`config.mk`:
```
export PLATFORM = sky130hd
export DESIGN_NAME = block_padding_generator
export DESIGN_NICKNAME = d
export VERILOG_FILES = /design/src/sv/bpg_pkg.sv /design/src/sv/block_padding_generator.sv
export SDC_FILE = /design/constraint.sdc
export NUM_CORES = 1
export LEC_CHECK = 0
export ABC_AREA = 1
export BUFFER_PORTS_ARGS = -buffer_cell sky130_fd_sc_hd__clkbuf_2
export CAP_MARGIN = 20
export CORE_MARGIN = 5
export CORE_UTILIZATION = 55
export DETAILED_ROUTE_END_ITERATION = 8
export GPL_TIMING_DRIVEN = 0
export PLACE_DENSITY = 0.73
export SLEW_MARGIN = 20
export SYNTH_ARGS = -nofsm -noshare
export SYNTH_HDL_FRONTEND = slang
export SYNTH_SLANG_ARGS = --single-unit
```
`constraint.sdc`:
```
create_clock -name clk -period 11.7 [get_ports clk]
set_clock_uncertainty 0.15 [all_clocks]
set_input_delay 2.925 -clock clk [delete_from_list [all_inputs] [get_ports clk]]
set_output_delay 2.925 -clock clk [all_outputs]
set_load 0.01 [all_outputs]
```
`src/sv/bpg_pkg.sv`:
```
package bpg_pkg;

    localparam int BLOCK_BYTES = 16;

    localparam logic [2:0] MODE_ZERO  = 3'd0;
    localparam logic [2:0] MODE_X923  = 3'd1;
    localparam logic [2:0] MODE_ISO   = 3'd2;
    localparam logic [2:0] MODE_PKCS7 = 3'd3;
    localparam logic [2:0] MODE_NONE  = 3'd4;

    localparam logic [7:0] ISO_MARK  = 8'h80;
    localparam logic [7:0] ZERO_BYTE = 8'h00;

    // element [i] is byte i of the block, byte 0 goes out first
    typedef logic [BLOCK_BYTES-1:0][7:0] store_t;

    typedef struct packed {
        logic [63:0] block_high;
        logic [63:0] block_low;
        logic        final_block;
        logic        length_error;
    } result_t;

    // Keep the first tail bytes, fill the rest by mode.
    function automatic logic [127:0] build_block(
        input store_t     bytes,
        input logic [3:0] tail,
        input logic [2:0] mode
    );
        logic [127:0] blk;
        logic [4:0]   pad_len;
        logic [7:0]   b;
        pad_len = 5'd16 - {1'b0, tail};
        blk = '0;
        for (int i = 0; i < BLOCK_BYTES; i++)
        begin
            if (4'(i) < tail)
            begin
                b = bytes[i];
            end
            else
            begin
                unique case (mode)
                    MODE_X923:  b = (i == BLOCK_BYTES - 1) ? {3'b000, pad_len} : ZERO_BYTE;
                    MODE_ISO:   b = (4'(i) == tail) ? ISO_MARK : ZERO_BYTE;
                    MODE_PKCS7: b = {3'b000, pad_len};
                    default:    b = ZERO_BYTE;
                endcase
            end
            blk[127 - 8*i -: 8] = b;
        end
        return blk;
    endfunction

endpackage

```
`src/sv/block_padding_generator.sv`:
```
// Channel  | Direction | Handshake           | Payload
// ---------+-----------+---------------------+------------------------------------------
// in       | sink      | in_valid / in_stall | data_byte, has_byte, is_last
// out      | source    | out_valid/out_stall | block_high, block_low, final_block,
//          |           |                     | length_error
// cfg      | sink      | cfg_we              | cfg_data (pad mode)
//
// One request per cycle while in_stall is low; each result is registered into
// the result queue and goes out once the results ahead of it are taken. A
// three-entry result queue follows the padding logic; in_stall rises while it
// holds two or more results, so a message that ends on an aligned block with padding (two results) raises in_stall.
// Reset empties the queue, clears the byte count and sets PKCS7 mode.
module block_padding_generator (
    input  logic        clk,
    input  logic        rst_n,
    input  logic        cfg_we,
    input  logic [2:0]  cfg_data,
    input  logic        in_valid,
    output logic        in_stall,
    input  logic [7:0]  data_byte,
    input  logic        has_byte,
    input  logic        is_last,
    output logic        out_valid,
    input  logic        out_stall,
    output logic [63:0] block_high,
    output logic [63:0] block_low,
    output logic        final_block,
    output logic        length_error
);
    import bpg_pkg::*;

    logic [2:0] mode_reg;
    logic [3:0] cnt_reg;
    logic [3:0] cnt_next;
    store_t     store_reg;
    store_t     store_next;

    result_t    q_reg [3];
    result_t    q_next [3];
    logic [1:0] count_reg;
    logic [1:0] count_next;

    logic       accept;
    logic       pop;
    logic [2:0] mode;
    logic       padded;
    logic       full;
    logic [3:0] tail;
    logic       push_a;
    logic       push_b;
    result_t    res_a;
    result_t    res_b;
    logic [127:0] tail_blk;
    logic [127:0] pad_blk;
    logic [1:0] base;
    logic [1:0] base_b;

    assign accept    = in_valid && !in_stall;
    assign in_stall  = count_reg[1];
    assign out_valid = (count_reg != 2'd0);
    assign pop       = out_valid && !out_stall;

    assign block_high   = q_reg[0].block_high;
    assign block_low    = q_reg[0].block_low;
    assign final_block  = q_reg[0].final_block;
    assign length_error = q_reg[0].length_error;

    // unused codes act as no padding
    assign mode   = (mode_reg > MODE_NONE) ? MODE_NONE : mode_reg;
    assign padded = (mode == MODE_X923) || (mode == MODE_ISO) || (mode == MODE_PKCS7);
    assign full   = has_byte && (cnt_reg == 4'd15);
    assign tail   = has_byte ? (cnt_reg + 4'd1) : cnt_reg;

    always_comb
    begin
        store_next = store_reg;
        if (has_byte)
        begin
            store_next[cnt_reg] = data_byte;
        end
    end

    assign tail_blk = build_block(store_next, tail, mode);
    assign pad_blk  = build_block('0, 4'd0, mode);

    always_comb
    begin
        res_a = '0;
        res_b = '0;
        res_b.block_high  = pad_blk[127:64];
        res_b.block_low   = pad_blk[63:0];
        res_b.final_block = 1'b1;
        if (full)
        begin
            res_a.block_high  = {store_next[0], store_next[1], store_next[2], store_next[3],
                                 store_next[4], store_next[5], store_next[6], store_next[7]};
            res_a.block_low   = {store_next[8], store_next[9], store_next[10], store_next[11],
                                 store_next[12], store_next[13], store_next[14], store_next[15]};
            res_a.final_block = is_last && !padded;
        end
        else if (mode == MODE_NONE)
        begin
            // partial tail without padding: drop it and flag
            res_a.final_block  = 1'b1;
            res_a.length_error = 1'b1;
        end
        else
        begin
            res_a.block_high  = tail_blk[127:64];
            res_a.block_low   = tail_blk[63:0];
            res_a.final_block = 1'b1;
        end
    end

    always_comb
    begin
        push_a = 1'b0;
        push_b = 1'b0;
        if (accept)
        begin
            push_a = full || (is_last && ((mode != MODE_NONE) || (tail != 4'd0)));
            push_b = full && is_last && padded;
        end
    end

    always_comb
    begin
        cnt_next = cnt_reg;
        if (accept)
        begin
            if (has_byte)
            begin
                cnt_next = cnt_reg + 4'd1;
            end
            if (is_last)
            begin
                cnt_next = 4'd0;
            end
        end
    end

    assign base   = count_reg - {1'b0, pop};
    assign base_b = base + {1'b0, push_a};

    always_comb
    begin
        for (int k = 0; k < 3; k++)
        begin
            q_next[k] = (pop && k < 2) ? q_reg[k + 1] : q_reg[k];
            if (push_a && base == 2'(k))
            begin
                q_next[k] = res_a;
            end
            if (push_b && base_b == 2'(k))
            begin
                q_next[k] = res_b;
            end
        end
        count_next = base + {1'b0, push_a} + {1'b0, push_b};
    end

    always_ff @(posedge clk or negedge rst_n)
    begin
        if (!rst_n)
        begin
            mode_reg  <= MODE_PKCS7;
            cnt_reg   <= 4'd0;
            count_reg <= 2'd0;
        end
        else
        begin
            if (cfg_we)
            begin
                mode_reg <= cfg_data;
            end
            cnt_reg   <= cnt_next;
            count_reg <= count_next;
        end
    end

    always_ff @(posedge clk)
    begin
        if (accept)
        begin
            store_reg <= store_next;
        end
        for (int k = 0; k < 3; k++)
        begin
            q_reg[k] <= q_next[k];
        end
    end

`ifndef SYNTHESIS
    a_two_results: assert property (@(posedge clk) disable iff (!rst_n)
        accept && is_last && full && padded |=> count_reg[1])
        else $error("aligned padded end did not queue two results");

    a_error_block: assert property (@(posedge clk) disable iff (!rst_n)
        out_valid && length_error |-> final_block && block_high == 64'd0 && block_low == 64'd0)
        else $error("length error result carries data");

    a_end_clears: assert property (@(posedge clk) disable iff (!rst_n)
        accept && is_last |=> cnt_reg == 4'd0)
        else $error("byte count not cleared at message end");
`endif

endmodule

```
# Yosys cells after proc, flatten, opt, wreduce, memory -nomap -nowiden

Memory sizes are Yosys's and may differ from the RTL's.
Cells that the tools add are included.

Add/subtract/negate cells: 5
Magnitude comparators: 19
Equality and inequality tests: 25
Muxes and demuxes: 72
Reductions and logical operators: 27

Operators with widths:

| kind                | count |
|---|---|
| $mux 130            | 8 |
| $pmux 8 s2          | 17 |
| $mux 8              | 33 |
| $mux 128            | 2 |
| $mux 129            | 1 |
| $bwmux 128          | 1 |
| $demux 8 s4         | 1 |
| $eq 4x4->1 const A  | 8 |
| $lt 4x4->1 const A  | 8 |
| $eq 3x4->1 const A  | 4 |
| $lt 3x4->1 const A  | 4 |
| $logic_and 1x1->1   | 14 |
| $mux 5              | 2 |
| $eq 2x4->1 const A  | 2 |
| $lt 1x4->1 const A  | 2 |
| $lt 2x4->1 const A  | 2 |
| $mux 4              | 2 |
| $eq 3x2->1 const B  | 2 |
| $lt 4x5->1 const B  | 1 |
| $sub 5x4->5 const A | 1 |
| $add 2x1->2         | 2 |
| $add 4x1->4 const B | 1 |
| $eq 1x4->1 const A  | 1 |
| $eq 2x1->1 const B  | 2 |
| 17 further kinds    | 27 |

Flip-flop bits (word level): 137
Memory bits (writable): 390
Logic and storage cells: 168
Memories kept: 1

Memory list:

| memory | depth | bits a word | read ports | clocked after Yosys merged registers in | write ports | RTL line                      | source |
|---|---|---|---|---|---|---|---|
| q_reg  | 3     | 130         | 3          | 0                                       | 3           | block_padding_generator.sv:38 | `result_t q_reg [3];` |

# Logic depth before layout (Yosys ltp)

Depth in word-level cells: 11
Gate-level depth with buffers: 19

# Worst setup path after synthesis

Ideal clock, no wire load.

Path type: input to register
Start point: input port in_valid
End point: memory q_reg[0][136] (netlist name), enable pin
Setup time: 0.320 ns
Arrival: 7.106 ns
Path slack: 4.123 ns
Stages: 9
Buffers on the path: 1
Path through: nand2_1 clkinv_1 nand2_1 nor3_4 nand3_1 inv_1 nor2_1 buf_2 inv_1

RTL lines:

| item        | RTL line                      | source |
|---|---|---|
| from (decl) | block_padding_generator.sv:18 | `input logic in_valid,` |
| to (decl)   | block_padding_generator.sv:38 |  |

==> run summary <==
Worst Tran Pin Value - 1.24 ns
Post-CTS Setup Inserts - 0
Root Driver - clkbuf_16
maximum vdd ir drop - 0.145 mV
combinational power share - 0.359
GR Layer Usage met2 - 0.525
initial core utilization - 0.555
Required @ worst endpoint - 11.80 ns
Sw Share - 0.374
Avg Inst Size Synth - 7.28 sq um
nature of the critical path endpoint - flip-flop
Final Setup Violations - 0
RR Endpoint - q_reg[0][62]$_DFFE_PP_
Fin. Hold Viols - 0
setup_tns - 0 ns
fin nets - 3688
minimum clock period - 8.12 ns
Final Util - 0.626
max FFs per register - 390
global-route wire length before repair - 133000 um
DR WL/cell - 21.0 um
synthesized instance count - 3453
Critical Path Max Stage Delay - 0.87 ns
Worst Hold Class - flip-flop to flip-flop
Most Crowded Layer GR - met2
WP buf/inv - 8
CTS Hold Bufs - 0
Power Density - 244 nW/um^2
Clock H-tree levels - 2
yosys synthesis warning count - 0
Setup Crit Path Kind - primary input to flip-flop
GRT overflow - 0
global-route track usage on met3 - 0.0818
Synth cell types - 37
Rel. slew slack - 0.162
maxcap violations - 0
ANT nets after route - 0
reg2reg setup slack - 5.36 ns
worst-case reg-to-reg path depth - 14
drt first-iter violations - 3324
core footprint - 45300 sq um
Post-Syn Nets - 3482
leak pwr - 14.4 nW
adder-cell share of the synthesized area - 0.00547
fillers - 4212
sequential area share after synthesis - 0.483
Area growth syn-to-layout - 12.8%
Pint - 0.00434 W
Critical Path End - q_reg[0][62]$_DFFE_PP_
FP Rows - 78
1st-pass router iterations - 8
synthesized area - 25100 sq um
share of layout cells above drive strength 1 - 0.125
Crit path top cell by count - clkbuf_1
RSZ-0062 raised after global routing - false
antenna cells - 0
reg2reg start - count_reg[1]$_DFF_PN0_
Peak Freq - 123 MHz
CP top delay family - buffers and inverters
clk_lat worst skew - 0.62 ns
CP startpoint - out_stall
Inserted Clock Buffers - 54
# port buffers - 148
worst hold stages - 2
total die area - 50100 sq um
post-synthesis xor/xnor area fraction - 0.00199
GP Congestion - 1.01
Critical Path Stages - 14
clock buffer depth - 3
Final HPWL DP - 66500 um
Critical Path Fanout Max - 17
vias in the first global route - 21500
vias - 24000
crit path cell chain - clkbuf_2 -> nor2_1 -> clkbuf_1 -> clkbuf_1 -> clkbuf_1 -> ha_1 -> inv_1 -> ha_1 -> xnor2_1 -> nand3_2 -> inv_2 -> nor2_1 -> buf_2 -> inv_1
Clock power frac - 0.242
gr usage total - 0.349
Clock Sinks - 519
Synth Area in Compound Gates - 0.109
Die X - 224 um
I/O pin total - 150
initial antenna violation count - 5
met1 track demand over resource - 0.480
DRC - 0
Critical Path Source Type - primary input
CP arrival - 8.21 ns
Routed WL - 90400 um
vias per inst - 5.58
CTS tree - yes
largest net degree at the start of global routing - 74
Pins Over Slew Limit - 0
Slowest-stage cell, CP - clkbuf_1
simple-gate share of the synthesized area - 0.276
multiplexer share of the synthesized area - 0
number of synthesized register bits - 519
largest family of logic cells by synthesized area - simple AND/OR/NAND/NOR gates
crit share post-route - 0.694
Die Y - 224 um
share of total power in sequential cells - 0.399
Switching Power - 0.00259 W
post-cts sizing count - 0
CTS clk-pin slew, worst paths - 0.06 ns
status - completed
power groups by stage:
stage	Clock [W]	Combinational, W	Sequential [W]
6_report	0.00167	0.00249	0.00277
5_1_grt	0.00175	0.00275	0.00282
4_1_cts	0.00167	0.00244	0.00276
3_5_place_dp	0	0.00242	0.00279
3_3_place_gp	0	0.00239	0.00280
2_1_floorplan	0	0.00169	0.00273
routing by layer:
layer / vias up / wire length [um] / share of wire
met5: - / 14 / 0.00015
met4: 2 / 5010 / 0.055
met3: 250 / 11100 / 0.12
met2: 1437 / 38600 / 0.43
met1: 11100 / 35800 / 0.40
li1: 11200 / - / -
stage by stage:
step           cell area, sq um  hold slack (ns)  setup slack (ns)  cells  total power, W
6_report                  28300            0.299              3.58   4304         0.00693
5_1_grt                   28300            0.312              3.66   4304         0.00731
4_1_cts                   28300            0.298              3.90   4303         0.00687
3_5_place_dp              26700            0.285              3.28   4202         0.00521
3_3_place_gp              26600            0.279              1.18   4201         0.00519
2_1_floorplan             25100            0.269              4.12   3453         0.00442
synthesized netlist by cell type (all sizes together):
| library cell | n | area, sq um |
|---|---|---|
| xnor2 | 1 | 8.76 |
| a21oi | 130 | 662 |
| o211a | 32 | 320 |
| nor3 | 4 | 36.3 |
| a31oi | 17 | 106 |
| o211ai | 11 | 82.6 |
| or2 | 1 | 6.26 |
| clkinv | 6 | 22.5 |
| dfstp | 2 | 52.6 |
| inv | 362 | 1360 |
| nand4 | 8 | 50.1 |
| nand3 | 238 | 1210 |
| buf | 212 | 1390 |
| o21a | 5 | 37.5 |
| nand2 | 1367 | 5130 |
| dfrtp | 7 | 175 |
| dfxtp | 339 | 6790 |
| xor2 | 3 | 41.3 |
| nor2 | 129 | 494 |
| clkbuf | 99 | 372 |
| o22ai | 29 | 181 |
| o21ai | 268 | 1340 |
| edfxtp | 171 | 5130 |
| ha | 11 | 138 |
| and3 | 1 | 6.26 |
worst register-to-register path, stage by stage (launching register included):
cell and delay [ns]:
dfrtp_1 0.50, nor2_1 0.10, nor2_1 0.25, clkbuf_1 0.87
clkbuf_1 0.60, clkbuf_1 0.49, ha_1 0.38, inv_1 0.10
ha_1 0.24, xnor2_1 0.22, nand3_2 0.64, inv_2 0.47
nor2_1 0.18, buf_2 0.23, inv_1 0.54
how the worst min path moves through the flow:
| stage | from | to |
|---|---|---|
| after floorplan | q_reg[0][267]$_SDFFE_PP0P_ | q_reg[0][267]$_SDFFE_PP0P_ |
| after global placement | q_reg[0][267]$_SDFFE_PP0P_ | q_reg[0][267]$_SDFFE_PP0P_ |
| after detailed placement | q_reg[0][275]$_SDFFE_PP0P_ | q_reg[0][275]$_SDFFE_PP0P_ |
| after CTS | q_reg[0][275]$_SDFFE_PP0P_ | q_reg[0][275]$_SDFFE_PP0P_ |
| after global routing | q_reg[0][364]$_SDFFE_PP0P_ | q_reg[0][364]$_SDFFE_PP0P_ |
| final | q_reg[0][265]$_SDFFE_PP0P_ | q_reg[0][265]$_SDFFE_PP0P_ |
cell families (layout without fill, tap and decap cells):
| logic type | after synthesis | after routing |
|---|---|---|
| buffers and inverters | 679 | 930 |
| AOI/OAI and AO/OA | 492 | 492 |
| xor gates and xnor gates | 4 | 4 |
| and+or+nand+nor | 1748 | 1748 |
| adders and majority gates | 11 | 11 |
| DFF | 519 | 519 |
cell type report:
type	instances	area, sq um	area share
clock inverters	13	75.1	0.00265
flip-flops and latches	519	12100	0.429
plain buffers	311	1760	0.0621
clock buffers	88	1600	0.0565
repair buffers	150	773	0.0273
well taps	600	751	0.0265
multi-input cells	2255	9850	0.348
inverters	368	1390	0.0489
cells in the final DEF (no fill, tap or decap), types with 32 or more instances in the layout:
cell and n:
clkbuf_16 56, a21oi_1 129, buf_2 73, edfxtp_1 171, buf_4 133, o211a_1 32
nor2_1 127, nand2_1 1366, inv_1 351, clkbuf_1 119, clkbuf_2 152, nand3_1 235
dfxtp_1 339, o21ai_0 254
Note: power is estimated with default switching activity, not from simulation.
